## config.mk

```make
export PLATFORM = sky130hd
export DESIGN_NAME = positional_pid_variable_integral
export DESIGN_NICKNAME = d
export VERILOG_FILES = /design/src/sv/ppid_pkg.sv /design/src/sv/ppid_div.sv /design/src/sv/positional_pid_variable_integral.sv
export SDC_FILE = /design/constraint.sdc
export NUM_CORES = 2
export LEC_CHECK = 0
export BUFFER_PORTS_ARGS = -buffer_cell sky130_fd_sc_hd__clkbuf_2
export CAP_MARGIN = 10
export CORE_MARGIN = 2
export CORE_UTILIZATION = 70
export CTS_CLUSTER_SIZE = 10
export DETAILED_ROUTE_END_ITERATION = 10
export GPL_TIMING_DRIVEN = 1
export PLACE_DENSITY = 0.88
export RECOVER_POWER = 25
export SLEW_MARGIN = 20
export SYNTH_ARGS = -nofsm -noshare
export SYNTH_HDL_FRONTEND = slang
export SYNTH_HIERARCHICAL = 1
export SYNTH_SLANG_ARGS = --single-unit
```

## constraint.sdc

```tcl
create_clock -name clk_i -period 21.8 [get_ports clk_i]
set_input_delay 2.18 -clock clk_i [delete_from_list [all_inputs] [get_ports clk_i]]
set_output_delay 2.18 -clock clk_i [all_outputs]
set_load 0.03 [all_outputs]
```

## src/sv/ppid_pkg.sv

```systemverilog
// ----------------------------------------------------------------------------
// ppid_pkg
// Shared types, constants and the control store of the PID sequencer.
// ----------------------------------------------------------------------------
package ppid_pkg;

  // Fixed field widths
  localparam int GAIN_W = 16;
  localparam int BAND_W = 15;
  localparam int ILIM_W = 30;
  localparam int OLIM_W = 31;
  localparam int OUT_W  = 32;
  localparam int REG_W  = 32;
  localparam int ADDR_W = 5;
  localparam int STEP_W = 5;

  localparam logic signed [OUT_W-1:0] S32_MAX       = 32'sh7FFF_FFFF;
  localparam logic signed [OUT_W-1:0] S32_MIN       = 32'sh8000_0000;

  // Register map, index = paddr[4:2]
  typedef enum logic [2:0] {
    REG_GAIN_PROP,
    REG_GAIN_INTEG,
    REG_GAIN_DERIV,
    REG_INTEG_BAND,
    REG_INTEG_LIMIT,
    REG_DERIV_BAND,
    REG_OUTPUT_LIMIT
  } reg_idx_e;

  // Datapath operations, one per control word
  typedef enum logic [4:0] {
    OP_NOP,
    OP_LOAD,        // take error word, form raw derivative
    OP_TERM_E,      // integral term = e
    OP_TERM_ZERO,   // integral term = 0
    OP_MUL_BAND,    // prod = (band - |e|) * e
    OP_DIV_INTEG,   // divide |prod| by integ band
    OP_TERM_QUO,    // integral term = signed quotient
    OP_INTEG_ADD,   // accumulate, saturate to 32 bits
    OP_INTEG_CLAMP, // optional integral limit
    OP_DIV_DERIV,   // |d| / 10 by reciprocal multiply
    OP_DERIV_QUO,   // d = signed quotient
    OP_MUL_PROP,    // prod = kp * e
    OP_MUL_INTEG,   // acc = prod, prod = ki * integ
    OP_MUL_DERIV,   // acc += prod, prod = kd * d
    OP_ACC_ADD,     // acc += prod
    OP_SCALE,       // drop fraction bits, round toward zero
    OP_OUT          // clamp and load output register
  } op_e;

  // Jump conditions
  typedef enum logic [2:0] {
    C_NEVER,
    C_NO_INPUT,
    C_BAND_ZERO,
    C_OUT_IBAND,
    C_OUT_DBAND,
    C_DIV_BUSY,
    C_OUT_STALL
  } cond_e;

  typedef logic [STEP_W-1:0] step_t;

  // Step addresses
  localparam step_t STEP_IDLE        = 5'd0;
  localparam step_t STEP_TERM_E      = 5'd1;
  localparam step_t STEP_TERM_ZERO   = 5'd2;
  localparam step_t STEP_MUL_BAND    = 5'd3;
  localparam step_t STEP_DIV_INTEG   = 5'd4;
  localparam step_t STEP_WAIT_INTEG  = 5'd5;
  localparam step_t STEP_TERM_QUO    = 5'd6;
  localparam step_t STEP_INTEG_ADD   = 5'd7;
  localparam step_t STEP_INTEG_CLAMP = 5'd8;
  localparam step_t STEP_DBAND       = 5'd9;
  localparam step_t STEP_DIV_DERIV   = 5'd10;
  localparam step_t STEP_DERIV_QUO   = 5'd11;
  localparam step_t STEP_MUL_PROP    = 5'd12;
  localparam step_t STEP_MUL_INTEG   = 5'd13;
  localparam step_t STEP_MUL_DERIV   = 5'd14;
  localparam step_t STEP_ACC_ADD     = 5'd15;
  localparam step_t STEP_SCALE       = 5'd16;
  localparam step_t STEP_OUT         = 5'd17;

  // Control word: next = cond ? tgt : nxt
  typedef struct packed {
    op_e   op;
    cond_e cond;
    step_t tgt;
    step_t nxt;
  } ucode_t;

  // Control store
  function automatic ucode_t ucode_rom(step_t pc);
    ucode_t w;
    case (pc)
      STEP_IDLE:        w = '{OP_LOAD,        C_NO_INPUT,  STEP_IDLE,       STEP_TERM_E};
      STEP_TERM_E:      w = '{OP_TERM_E,      C_BAND_ZERO, STEP_INTEG_ADD,  STEP_TERM_ZERO};
      STEP_TERM_ZERO:   w = '{OP_TERM_ZERO,   C_OUT_IBAND, STEP_INTEG_ADD,  STEP_MUL_BAND};
      STEP_MUL_BAND:    w = '{OP_MUL_BAND,    C_NEVER,     STEP_IDLE,       STEP_DIV_INTEG};
      STEP_DIV_INTEG:   w = '{OP_DIV_INTEG,   C_NEVER,     STEP_IDLE,       STEP_WAIT_INTEG};
      STEP_WAIT_INTEG:  w = '{OP_NOP,         C_DIV_BUSY,  STEP_WAIT_INTEG, STEP_TERM_QUO};
      STEP_TERM_QUO:    w = '{OP_TERM_QUO,    C_NEVER,     STEP_IDLE,       STEP_INTEG_ADD};
      STEP_INTEG_ADD:   w = '{OP_INTEG_ADD,   C_NEVER,     STEP_IDLE,       STEP_INTEG_CLAMP};
      STEP_INTEG_CLAMP: w = '{OP_INTEG_CLAMP, C_NEVER,     STEP_IDLE,       STEP_DBAND};
      STEP_DBAND:       w = '{OP_NOP,         C_OUT_DBAND, STEP_MUL_PROP,   STEP_DIV_DERIV};
      STEP_DIV_DERIV:   w = '{OP_DIV_DERIV,   C_NEVER,     STEP_IDLE,       STEP_DERIV_QUO};
      STEP_DERIV_QUO:   w = '{OP_DERIV_QUO,   C_NEVER,     STEP_IDLE,       STEP_MUL_PROP};
      STEP_MUL_PROP:    w = '{OP_MUL_PROP,    C_NEVER,     STEP_IDLE,       STEP_MUL_INTEG};
      STEP_MUL_INTEG:   w = '{OP_MUL_INTEG,   C_NEVER,     STEP_IDLE,       STEP_MUL_DERIV};
      STEP_MUL_DERIV:   w = '{OP_MUL_DERIV,   C_NEVER,     STEP_IDLE,       STEP_ACC_ADD};
      STEP_ACC_ADD:     w = '{OP_ACC_ADD,     C_NEVER,     STEP_IDLE,       STEP_SCALE};
      STEP_SCALE:       w = '{OP_SCALE,       C_NEVER,     STEP_IDLE,       STEP_OUT};
      STEP_OUT:         w = '{OP_OUT,         C_OUT_STALL, STEP_OUT,        STEP_IDLE};
      default:          w = '{OP_NOP,         C_NEVER,     STEP_IDLE,       STEP_IDLE};
    endcase
    return w;
  endfunction

endpackage

```

## src/sv/ppid_div.sv

```systemverilog
// ----------------------------------------------------------------------------
// ppid_div
// Unsigned restoring divider, one quotient bit per cycle. The caller
// guarantees the quotient fits in QUO_W bits (dividend < divisor * 2^QUO_W).
// ----------------------------------------------------------------------------
module ppid_div #(
  parameter int QUO_W = 16
) (
  input  logic                                clk_i,
  input  logic                                rst_ni,
  input  logic                                start_i,
  input  logic [QUO_W+ppid_pkg::BAND_W-1:0]   dividend_i,
  input  logic [ppid_pkg::BAND_W-1:0]         divisor_i,
  output logic                                busy_o,
  output logic [QUO_W-1:0]                    quotient_o
);
  import ppid_pkg::*;

  localparam int CNT_W = $clog2(QUO_W + 1);

  logic [CNT_W-1:0]  cnt_q, cnt_d;
  logic [BAND_W-1:0] rem_q, rem_d;
  logic [BAND_W-1:0] dvs_q;
  logic [QUO_W-1:0]  quo_q, quo_d;
  logic [BAND_W:0]   trial, dvs_ext, diff;
  logic              ge;

  assign busy_o     = (cnt_q != '0);
  assign quotient_o = quo_q;

  // Trial subtract of the shifted remainder
  assign trial   = {rem_q, quo_q[QUO_W-1]};
  assign dvs_ext = {1'b0, dvs_q};
  assign diff    = trial - dvs_ext;
  assign ge      = (trial >= dvs_ext);

  always_comb begin
    cnt_d = cnt_q;
    rem_d = rem_q;
    quo_d = quo_q;
    if (start_i) begin
      cnt_d = CNT_W'(QUO_W);
      rem_d = dividend_i[QUO_W+BAND_W-1:QUO_W];
      quo_d = dividend_i[QUO_W-1:0];
    end else if (busy_o) begin
      cnt_d = cnt_q - CNT_W'(1);
      rem_d = ge ? diff[BAND_W-1:0] : trial[BAND_W-1:0];
      quo_d = {quo_q[QUO_W-2:0], ge};
    end
  end

  // Iteration count
  always_ff @(posedge clk_i or negedge rst_ni) begin
    if (!rst_ni) begin
      cnt_q <= '0;
    end else begin
      cnt_q <= cnt_d;
    end
  end

  // Remainder, quotient, divisor
  always_ff @(posedge clk_i) begin
    rem_q <= rem_d;
    quo_q <= quo_d;
    if (start_i) begin
      dvs_q <= divisor_i;
    end
  end

endmodule

```

## src/sv/positional_pid_variable_integral.sv

```systemverilog
// ----------------------------------------------------------------------------
// positional_pid_variable_integral
// The integral term may pass through the bit-serial divider (variable
//   integration, QW = max(ERROR_WIDTH, 15) quotient bits); derivative / 10
//   is a two-step reciprocal multiply. The next word is taken once the
//   result sits in the output register.
// Reset clears gains, limits, integral, previous error and the sequencer.
// ----------------------------------------------------------------------------
module positional_pid_variable_integral #(
  parameter int ERROR_WIDTH    = 16,
  parameter int GAIN_FRAC_BITS = 8
) (
  input  logic                                clk_i,
  input  logic                                rst_ni,
  // Configuration
  input  logic                                psel,
  input  logic                                penable,
  input  logic                                pwrite,
  input  logic [ppid_pkg::ADDR_W-1:0]         paddr,
  input  logic [ppid_pkg::REG_W-1:0]          pwdata,
  output logic [ppid_pkg::REG_W-1:0]          prdata,
  output logic                                pready,
  // Error words in
  input  logic                                s_axis_tvalid,
  output logic                                s_axis_tready,
  input  logic [((ERROR_WIDTH+7)/8)*8-1:0]    s_axis_tdata,  // error_sample
  // Control words out
  output logic                                m_axis_tvalid,
  input  logic                                m_axis_tready,
  output logic [ppid_pkg::OUT_W-1:0]          m_axis_tdata   // control_out
);
  import ppid_pkg::*;

  localparam int EW  = ERROR_WIDTH;
  localparam int QW  = (EW > BAND_W) ? EW : BAND_W;       // quotient bits
  localparam int NW  = QW + BAND_W;                       // dividend bits
  localparam int TW  = QW + 1;                            // signed quotient
  localparam int AEW = (EW > BAND_W + 1) ? EW : BAND_W + 1; // |e| bits
  localparam int BW  = (EW + 1 > OUT_W) ? EW + 1 : OUT_W; // multiplier B
  localparam int MAW = GAIN_W + 1;                        // multiplier A
  localparam int PW  = MAW + BW;                          // product
  localparam int AW  = PW + 2;                            // gain sum
  localparam int SW  = OUT_W + 2;                         // integral add
  localparam int RW  = 2 * EW;                            // reciprocal product
  localparam logic signed [AW-1:0] FRAC_BIAS =
    (AW'(1) << GAIN_FRAC_BITS) - AW'(1);
  // ceil(2^(EW+3) / 10): exact floor(x / 10) for every x below 2^EW
  localparam logic [EW-1:0] DIV10_MUL =
    EW'(((64'd1 << (EW + 3)) + 64'd9) / 64'd10);

  // Configuration registers
  logic signed [GAIN_W-1:0] gain_prop_q, gain_integ_q, gain_deriv_q;
  logic [BAND_W-1:0]        integ_band_q, deriv_band_q;
  logic [ILIM_W-1:0]        integ_limit_q;
  logic [OLIM_W-1:0]        output_limit_q;

  // Sequencer
  step_t  pc_q, pc_d;
  ucode_t uc;
  logic   cond_true;

  // Datapath
  logic signed [EW-1:0]    e_new, e_q, prev_q;
  logic signed [EW:0]      d_q, dq_ext, d_div;
  logic [EW:0]             d_mag;
  logic [RW-1:0]           rcp_d;
  logic [EW-4:0]           rcp_q;
  logic signed [TW-1:0]    term_q, q_ext, quo_s;
  logic signed [OUT_W-1:0] integ_q, isat, ilim, iclamp, out_data_q, out_lim;
  logic signed [SW-1:0]    isum;
  logic signed [AEW:0]     e_ext, ae_ext;
  logic [AEW-1:0]          ae;
  logic [BAND_W:0]         band_diff;
  logic signed [MAW-1:0]   mul_a;
  logic signed [BW-1:0]    mul_b;
  logic signed [PW-1:0]    prod_d, prod_q;
  logic [PW-1:0]           prod_mag;
  logic signed [AW-1:0]    acc_q, acc_bias, acc_scaled, olim, out_hi, out_lo, y;
  logic                    band_zero, out_iband, out_dband, quo_neg;
  logic                    in_accept, out_stall, out_valid_q, out_load;
  logic                    mul_en, rcp_en, div_start, div_busy;
  logic [NW-1:0]           div_dividend;
  logic [BAND_W-1:0]       div_divisor;
  logic [QW-1:0]           div_quo;
  logic                    cfg_we;

  // ---------------- configuration port ----------------
  assign pready = 1'b1;
  assign cfg_we = psel && penable && pwrite;

  always_ff @(posedge clk_i or negedge rst_ni) begin
    if (!rst_ni) begin
      gain_prop_q    <= '0;
      gain_integ_q   <= '0;
      gain_deriv_q   <= '0;
      integ_band_q   <= '0;
      integ_limit_q  <= '0;
      deriv_band_q   <= '0;
      output_limit_q <= '0;
    end else if (cfg_we) begin
      case (reg_idx_e'(paddr[4:2]))
        REG_GAIN_PROP:    gain_prop_q    <= pwdata[GAIN_W-1:0];
        REG_GAIN_INTEG:   gain_integ_q   <= pwdata[GAIN_W-1:0];
        REG_GAIN_DERIV:   gain_deriv_q   <= pwdata[GAIN_W-1:0];
        REG_INTEG_BAND:   integ_band_q   <= pwdata[BAND_W-1:0];
        REG_INTEG_LIMIT:  integ_limit_q  <= pwdata[ILIM_W-1:0];
        REG_DERIV_BAND:   deriv_band_q   <= pwdata[BAND_W-1:0];
        REG_OUTPUT_LIMIT: output_limit_q <= pwdata[OLIM_W-1:0];
        default: ;
      endcase
    end
  end

  // Read back
  always_comb begin
    case (reg_idx_e'(paddr[4:2]))
      REG_GAIN_PROP:    prdata = REG_W'(unsigned'(gain_prop_q));
      REG_GAIN_INTEG:   prdata = REG_W'(unsigned'(gain_integ_q));
      REG_GAIN_DERIV:   prdata = REG_W'(unsigned'(gain_deriv_q));
      REG_INTEG_BAND:   prdata = REG_W'(integ_band_q);
      REG_INTEG_LIMIT:  prdata = REG_W'(integ_limit_q);
      REG_DERIV_BAND:   prdata = REG_W'(deriv_band_q);
      REG_OUTPUT_LIMIT: prdata = REG_W'(output_limit_q);
      default:          prdata = '0;
    endcase
  end

  // ---------------- handshake ----------------
  assign s_axis_tready = (pc_q == STEP_IDLE);
  assign in_accept     = s_axis_tvalid && s_axis_tready;
  assign out_stall     = out_valid_q && !m_axis_tready;
  assign m_axis_tvalid = out_valid_q;
  assign m_axis_tdata  = out_data_q;
  assign e_new         = s_axis_tdata[EW-1:0];

  // ---------------- status ----------------
  assign e_ext     = (AEW+1)'(e_q);
  assign ae_ext    = e_ext[AEW] ? -e_ext : e_ext;
  assign ae        = ae_ext[AEW-1:0];
  assign band_zero = (integ_band_q == '0);
  assign out_iband = (ae >= AEW'(integ_band_q));
  assign out_dband = (ae >= AEW'(deriv_band_q));

  // ---------------- sequencer ----------------
  assign uc = ucode_rom(pc_q);

  always_comb begin
    case (uc.cond)
      C_NEVER:     cond_true = 1'b0;
      C_NO_INPUT:  cond_true = !s_axis_tvalid;
      C_BAND_ZERO: cond_true = band_zero;
      C_OUT_IBAND: cond_true = out_iband;
      C_OUT_DBAND: cond_true = out_dband;
      C_DIV_BUSY:  cond_true = div_busy;
      C_OUT_STALL: cond_true = out_stall;
      default:     cond_true = 1'b0;
    endcase
  end

  // Next step
  always_comb begin
    pc_d = cond_true ? uc.tgt : uc.nxt;
  end

  // Control decode
  always_comb begin
    mul_en    = 1'b0;
    rcp_en    = 1'b0;
    div_start = 1'b0;
    out_load  = 1'b0;
    case (uc.op)
      OP_MUL_BAND, OP_MUL_PROP, OP_MUL_INTEG, OP_MUL_DERIV: mul_en = 1'b1;
      OP_DIV_INTEG: div_start = 1'b1;
      OP_DIV_DERIV: rcp_en    = 1'b1;
      OP_OUT:  out_load = !out_stall;
      default: ;
    endcase
  end

  // ---------------- multiplier ----------------
  assign band_diff = {1'b0, integ_band_q} - ae[BAND_W:0];

  always_comb begin
    mul_a = '0;
    mul_b = '0;
    case (uc.op)
      OP_MUL_BAND: begin
        mul_a = signed'(MAW'(band_diff));
        mul_b = BW'(e_q);
      end
      OP_MUL_PROP: begin
        mul_a = MAW'(gain_prop_q);
        mul_b = BW'(e_q);
      end
      OP_MUL_INTEG: begin
        mul_a = MAW'(gain_integ_q);
        mul_b = BW'(integ_q);
      end
      OP_MUL_DERIV: begin
        mul_a = MAW'(gain_deriv_q);
        mul_b = BW'(d_q);
      end
      default: ;
    endcase
  end

  assign prod_d = mul_a * mul_b;

  // ---------------- divider (variable integration) ----------------
  assign prod_mag     = prod_q[PW-1] ? PW'(-prod_q) : PW'(prod_q);
  assign div_dividend = prod_mag[NW-1:0];
  assign div_divisor  = integ_band_q;

  ppid_div #(
    .QUO_W (QW)
  ) u_div (
    .clk_i      (clk_i),
    .rst_ni     (rst_ni),
    .start_i    (div_start),
    .dividend_i (div_dividend),
    .divisor_i  (div_divisor),
    .busy_o     (div_busy),
    .quotient_o (div_quo)
  );

  // Quotient takes the sign of its numerator (truncation toward zero)
  assign quo_neg = e_q[EW-1];
  assign q_ext   = signed'({1'b0, div_quo});
  assign quo_s   = quo_neg ? -q_ext : q_ext;

  // ---------------- derivative / 10 ----------------
  // |d| < 2^EW, so the magnitude fits EW bits
  assign d_mag  = d_q[EW] ? (EW+1)'(-d_q) : (EW+1)'(d_q);
  assign rcp_d  = RW'(d_mag[EW-1:0]) * RW'(DIV10_MUL);
  assign dq_ext = signed'({4'b0000, rcp_q});
  assign d_div  = d_q[EW] ? -dq_ext : dq_ext;

  // ---------------- integral update ----------------
  assign isum = SW'(integ_q) + SW'(term_q);
  assign isat = (isum > SW'(S32_MAX)) ? S32_MAX :
                (isum < SW'(S32_MIN)) ? S32_MIN : isum[OUT_W-1:0];
  assign ilim = signed'(OUT_W'(integ_limit_q));
  assign iclamp = (integ_limit_q == '0) ? integ_q :
                  (integ_q > ilim)      ? ilim    :
                  (integ_q < -ilim)     ? -ilim   : integ_q;

  // ---------------- output scaling and clamp ----------------
  assign acc_bias   = acc_q[AW-1] ? FRAC_BIAS : '0;
  assign acc_scaled = (acc_q + acc_bias) >>> GAIN_FRAC_BITS;
  assign olim       = signed'(AW'(output_limit_q));
  assign out_hi     = (output_limit_q != '0) ? olim  : AW'(S32_MAX);
  assign out_lo     = (output_limit_q != '0) ? -olim : AW'(S32_MIN);
  assign y          = (acc_q > out_hi) ? out_hi : (acc_q < out_lo) ? out_lo : acc_q;
  assign out_lim    = signed'(OUT_W'(output_limit_q));

  // ---------------- control state ----------------
  always_ff @(posedge clk_i or negedge rst_ni) begin
    if (!rst_ni) begin
      pc_q        <= STEP_IDLE;
      out_valid_q <= 1'b0;
      integ_q     <= '0;
      prev_q      <= '0;
    end else begin
      pc_q <= pc_d;
      if (out_load) begin
        out_valid_q <= 1'b1;
      end else if (m_axis_tready) begin
        out_valid_q <= 1'b0;
      end
      if (in_accept) begin
        prev_q <= e_new;
      end
      case (uc.op)
        OP_INTEG_ADD:   integ_q <= isat;
        OP_INTEG_CLAMP: integ_q <= iclamp;
        default: ;
      endcase
    end
  end

  // ---------------- datapath registers ----------------
  always_ff @(posedge clk_i) begin
    if (mul_en) begin
      prod_q <= prod_d;
    end
    if (rcp_en) begin
      rcp_q <= rcp_d[RW-1:EW+3];
    end
    if (out_load) begin
      out_data_q <= y[OUT_W-1:0];
    end
    case (uc.op)
      OP_LOAD: begin
        if (in_accept) begin
          e_q <= e_new;
          d_q <= (EW+1)'(e_new) - (EW+1)'(prev_q);
        end
      end
      OP_TERM_E:    term_q <= TW'(e_q);
      OP_TERM_ZERO: term_q <= '0;
      OP_TERM_QUO:  term_q <= quo_s;
      OP_DERIV_QUO: d_q    <= d_div;
      OP_MUL_INTEG: acc_q  <= AW'(prod_q);
      OP_MUL_DERIV: acc_q  <= acc_q + AW'(prod_q);
      OP_ACC_ADD:   acc_q  <= acc_q + AW'(prod_q);
      OP_SCALE:     acc_q  <= acc_scaled;
      default: ;
    endcase
  end

  // ---------------- assertions ----------------
  a_div_start_idle: assert property (@(posedge clk_i) disable iff (!rst_ni)
    div_start |-> !div_busy)
    else $error("divider restarted while busy");

  a_one_word: assert property (@(posedge clk_i) disable iff (!rst_ni)
    in_accept |=> !s_axis_tready)
    else $error("second word taken during processing");

  a_integ_limit: assert property (@(posedge clk_i) disable iff (!rst_ni)
    (uc.op == OP_INTEG_CLAMP && integ_limit_q != '0) |=>
      (integ_q <= ilim && integ_q >= -ilim))
    else $error("integral outside its limit");

  a_out_limit: assert property (@(posedge clk_i) disable iff (!rst_ni)
    (out_valid_q && output_limit_q != '0) |->
      (out_data_q <= out_lim && out_data_q >= -out_lim))
    else $error("output outside its limit");

endmodule
```

Word level (Yosys, flattened, before mapping):

Memories as Yosys holds them, arrays and structs flattened.
Cells that the tools add are included.

* add/sub/neg operators: 14
* equality and inequality tests: 31
* mux-type cells: 38
* shifts and indexed selects: 0
* reduce and logical (&&, ||, !) cells: 32
* order comparisons: 9
* bitwise logic cells: 0
* divide/modulo/power cells: 0
* $mul: 2

Operators by type and width (count)
* 32-bit two-way mux: 7
* 31-bit case mux with 7 select lines: 1
* 51-bit case mux with 3 select lines: 1
* 32-bit case mux with 3 select lines: 1
* 17-bit case mux with 4 select lines: 1
* 16-bit two-way mux: 4
* 32-bit case mux with 2 select lines: 1
* 31-bit two-way mux: 2
* 51-bit by 49-bit adder with 51-bit output: 1
* 51-bit by 9-bit adder with 51-bit output: 1
* 51-bit by 32-bit greater-than comparator with 1-bit output: 1
* 51-bit < comparator: 1
* 17-bit two-way mux: 3
* 51-bit two-way mux: 1
* 31-bit negation with 51-bit output: 1
* 17-bit case mux with 3 select lines: 1
* 17-bit by 32-bit multiplier with 49-bit output: 1
* 16-bit by 15-bit >= comparator with 1-bit output: 3
* 15-bit two-way mux: 3
* 5-bit by 4-bit == test with 1-bit output, second input constant: 8
* 17-bit case mux with 2 select lines: 1
* 32-bit by 17-bit adder with 33-bit output: 1
* 33-bit by 32-bit greater-than comparator with 1-bit output, second input constant: 1
* 33-bit by 32-bit < comparator with 1-bit output, second input constant: 1
* other kinds (39): 79

* output and inout port bits: 67
* latch bits: 0
* bits in writable memories: 0
* memories: 1
* input port bits: 60
* ROM bits: 576
* bits in registers: 439
* logic and storage cells: 149

Memories
* (no name shown): words 32, bits a word 18, read ports 1, clocked after Yosys merged registers in 0, write ports 0, RTL line ppid_pkg.sv:96 `case (pc)`

Logic depth before layout (Yosys ltp):

* depth in word-level cells: 6
* gate-level depth with buffers: 43
* mapped depth without buffers: 42

Hierarchy:

Netlist, hierarchy kept.

Modules (own cells, without submodules)
* positional_pid_variable_integral: times used 1, area each 53473.8 µm², cells an instance 5890
* ppid_div: times used 1, area each 3062.9 µm², cells an instance 274

Least setup slack after synthesis:

Ideal clock, no wire load.

* path kind: flip-flop to flip-flop
* start: register pc_q[0]
* end: register prod_q[48], data pin
* period minus slack after synthesis: 11.362 ns
* data arrival time: 11.102 ns
* buffers on the path: 3
* stages on the path, launching flop included: 33
* path slack: 10.438 ns
* data required time: 21.540 ns
* path through: dfrtp_1 -> inv_1 -> ha_1 -> nand3_1 -> o22ai_1 -> nand2_1 -> clkbuf_1 -> buf_1 -> clkbuf_1 -> o21ai_1 -> nand2_1 -> fa_1 -> inv_1 -> fa_1 -> inv_1 -> fa_1 -> inv_1 -> fa_1 -> fa_1 -> inv_1 -> fa_1 -> inv_1 -> ha_1 -> and3_1 -> a221oi_1 -> nand4b_1 -> a21oi_1 -> a41o_1 -> a211oi_1 -> or3_1 -> a31o_2 -> a21oi_1 -> xnor2_1

* cells in the longest elaborated chain, start to end: 5
* elaborated cells between the ends (all ways): 9

Ends and longest elaborated chain
* start: declaration: RTL line positional_pid_variable_integral.sv:58 `step_t pc_q, pc_d;`
* start signal: assignment: RTL line positional_pid_variable_integral.sv:264 `pc_q <= pc_d;`
* memory read 32 x 18 bit *
* 5-bit by 4-bit == test with 1-bit output / 5-bit by 3-bit == test with 1-bit output (equally long branches): RTL line positional_pid_variable_integral.sv:186 `case (uc.op)`
* 2-bit OR reduction (no source line)
* 32-bit case mux with 3 select lines: RTL line positional_pid_variable_integral.sv:186
* 17-bit by 32-bit multiplier with 49-bit output *: RTL line positional_pid_variable_integral.sv:207 `assign prod_d = mul_a * mul_b;`
* via prod_d[48]: RTL line positional_pid_variable_integral.sv:76 `logic signed [PW-1:0] prod_d, prod_q;`
* end signal: assignment: RTL line positional_pid_variable_integral.sv:284 `prod_q <= prod_d;`
* end: declaration: RTL line positional_pid_variable_integral.sv:76

The timed path passes the listed nets; every way through them passes the cells marked *.
A chain may end at the register's enable or synchronous reset.

Final worst setup path:

* start: register pc_q[4]
* end: register prod_q[48], data pin

The elaborated chain is that of the path after synthesis.

==> reports/summary.txt <==
Status -> finished with violations
Failing checks -> capacitance limit, slew limit
Total negative slack -> 0 ns
Worst skew pair latency -> 0.65 ns
Cells after Synth -> 6,164
Iter 0 DRT Violations -> 5,453
Crit-path slowest cell -> clkbuf_1
Crit path DAT -> 14.74 ns
Worst R2R Path Depth -> 30
Tmin final -> 14.42 ns
Layout net count -> 7,388
Area occupied by multi-input gates -> 40,600 um2
Final Max Slew Viols -> 261
First-pass GRT wire length -> 267,000 um
Yosys cell types -> 97
Ys async rst share -> 45.1%
Routed wire length per instance -> 23.6 um
Final setup vio count -> 0
Initial Util -> 70.4%
Post-synth top area share -> 21.5%
Max_cap viols -> 4
Final Cycle Share -> 66.1%
Area delta synth->final -> 5.96%
Post_cts resized -> 0
H-tree depth -> 2
Clock buffer depth -> 3
Synth area leader -> fa_1
Slowest stage delay, CP -> 2.71 ns
Die width -> 288 um
Avg Inst Size Synth -> 9.17 um2
Critical path endpoint category -> register
EDFF count, synth -> 241
PortBufs -> 121
TritonCTS Sinks -> 439
Root buffer cell -> clkbuf_16
Setup crit start kind -> register
Hold endpoint -> prev_q[13]$_DFFE_PN0P_
Die area -> 83,100 um2
Via count -> 48,200
Final RePlAce weighted congestion -> 1.02
RR Endpoint -> prod_q[48]$_DFFE_PN_
Layout cells sized above 1 -> 7.65%
Post-DRT Antenna Nets -> 0
CP Max Fanout -> 57
Initial antenna violation count -> 3
Reg-to-Reg Start -> pc_q[4]$_DFF_PN0_
Fillers -> 5,483
CP required -> 22.12 ns
Routed vias/inst -> 6.63
Commonest cells post-synth -> 804 x inv_1, 640 x nand2_1, 608 x fa_1
Largest net degree at the start of global routing -> 129
Cell row count -> 104
Vias in the first global route -> 48,800
Synth Flop Type -> edfxtp_1
CTS tree -> done
Most common cell in the synthesized netlist -> inv_1
# DRC -> 0
R2R setup slack -> 7.38 ns
Die Y -> 288 um
DRT Pass-1 Iters -> 7
Worst Hold Class -> register to register
Final Hold Violating Endpoints -> 0
CP most frequent cell -> fa_1
Top cells by area, synth -> fa_1 22%, edfxtp_1 13%, ha_1 12%
# IOs -> 127
Critical path class -> register to register
Core area -> 80,300 um2
Sequential area share after synthesis -> 21.6%
Hold Startpoint -> prev_q[13]$_DFFE_PN0P_
RSZ-0062 raised after global routing -> false
Tightest Pin Transition -> 5.67 ns
Num CTS Buffers -> 54
Post-CTS Setup Inserts -> 0
Worst slew margin -> -278%
Post-Syn Area -> 56,500 um2
CTS Hold Bufs -> 0
Worst Hold Depth -> 1
Max Fclk -> 69.4 MHz
Worst Path Buf+Inv -> 7
Gr usage total -> 41.6%
Clock slew at reported path FFs -> 0.06 ns
#FFs+latches synth -> 439
Register Area -> 12,200 um2
Synthesis Warnings -> 6
Cell family with most CP delay -> buffers and inverters
Post-DP HPWL -> 132,000 um
Clk_skew -> 0.0839 ns
Drt total wl -> 172,000 um
Grt ovf -> 0
## worst max path at each step
stage	startpoint	slack [ns]	end	cells after the start
after floorplan	pc_q[0]$_DFF_PN0_	10.44	prod_q[48]$_DFFE_PN_	32
after global placement	pc_q[4]$_DFF_PN0_	10.34	prod_q[47]$_DFFE_PN_	31
after detailed placement	pc_q[4]$_DFF_PN0_	10.23	prod_q[47]$_DFFE_PN_	31
after CTS	pc_q[0]$_DFF_PN0_	10.05	prod_q[47]$_DFFE_PN_	36
after global routing	pc_q[4]$_DFF_PN0_	6.82	prod_q[47]$_DFFE_PN_	32
final	pc_q[4]$_DFF_PN0_	7.38	prod_q[48]$_DFFE_PN_	30
## layer usage
layer,share of wire (%),global-route usage [%]
met5,0.015,0.0568
met2,44,63.6
met4,7.8,27.3
met3,13,11.2
met1,35,52.2
## stage by stage
| step | hold WS, ns | instances | cell area, um2 | setup WS, ns | util (%) |
|---|---|---|---|---|---|
| 6_report | 0.503 | 7274 | 59900 | 7.38 | 74.6 |
| 5_1_grt | 0.528 | 7273 | 59900 | 6.82 | 74.6 |
| 4_1_cts | 0.496 | 7272 | 59900 | 10.05 | 74.6 |
| 3_5_place_dp | 0.487 | 7175 | 58300 | 10.23 | 72.6 |
| 3_3_place_gp | 0.473 | 7175 | 58300 | 10.34 | 72.6 |
| 2_1_floorplan | 0.454 | 6172 | 56600 | 10.44 | - |
## kinds of logic after synthesis
family,after synthesis,synth area share [%]
simple gates,1765,14.3
xor+xnor,367,5.69
other cells,2,0.0133
flops,439,21.6
buf+inv,1054,7.10
mux,217,4.35
fa+ha+maj,1156,33.7
compound gates,1164,13.3
## placed cells by master, fill, tap and decap left out, drive strengths merged, types with 21 or more instances in the layout
master and count:
nand4 65, buf 66, nor2 527, nor3 90, mux2i 77, a21oi 291
o31ai 65, o21a 51, a211oi 31, fa 608, or3 43, nor2b 61
mux2 130, clkbuf 212, ha 548, and3 34, a21o 135, dfrtp 198
edfxtp 241, nor4 29, nand3 82, a31oi 25, o221ai 33, o21ai 305
and2 31, nand2 641, a22oi 26, nand2b 72, xor2 126, xnor2 241
or4 21, inv 810
## cell type report
| cell class | instances | share of cell area [%] |
|---|---|---|
| timing repair buffer | 190 | 1.82 |
| tap | 1060 | 2.21 |
| antenna | 1 | 0.00418 |
| clock inverter | 9 | 0.144 |
| sequential | 439 | 20.4 |
| multi-input combinational | 4679 | 67.8 |
| inverter | 808 | 5.06 |
| clock buffer | 88 | 2.64 |
## state kept, by name, summed over array words and instances, names as in the netlist, 5 cells and up
name	cells
m_axis_tdata	32
u_div/dvs_q	15
deriv_band_q	15
rcp_q	13
u_div/quotient_o	16
output_limit_q	31
d_q	17
u_div/rem_q	15
prod_q	49
gain_prop_q	16
gain_integ_q	16
gain_deriv_q	16
prev_q	16
integ_limit_q	30
term_q	17
e_q	16
u_div/cnt_q	5
integ_q	32
pc_q	5
acc_q	51
div_divisor	15
Power is left out: the tool's default activity adds up to more than one toggle a clock period on the data nets, which glitch-free logic cannot reach.
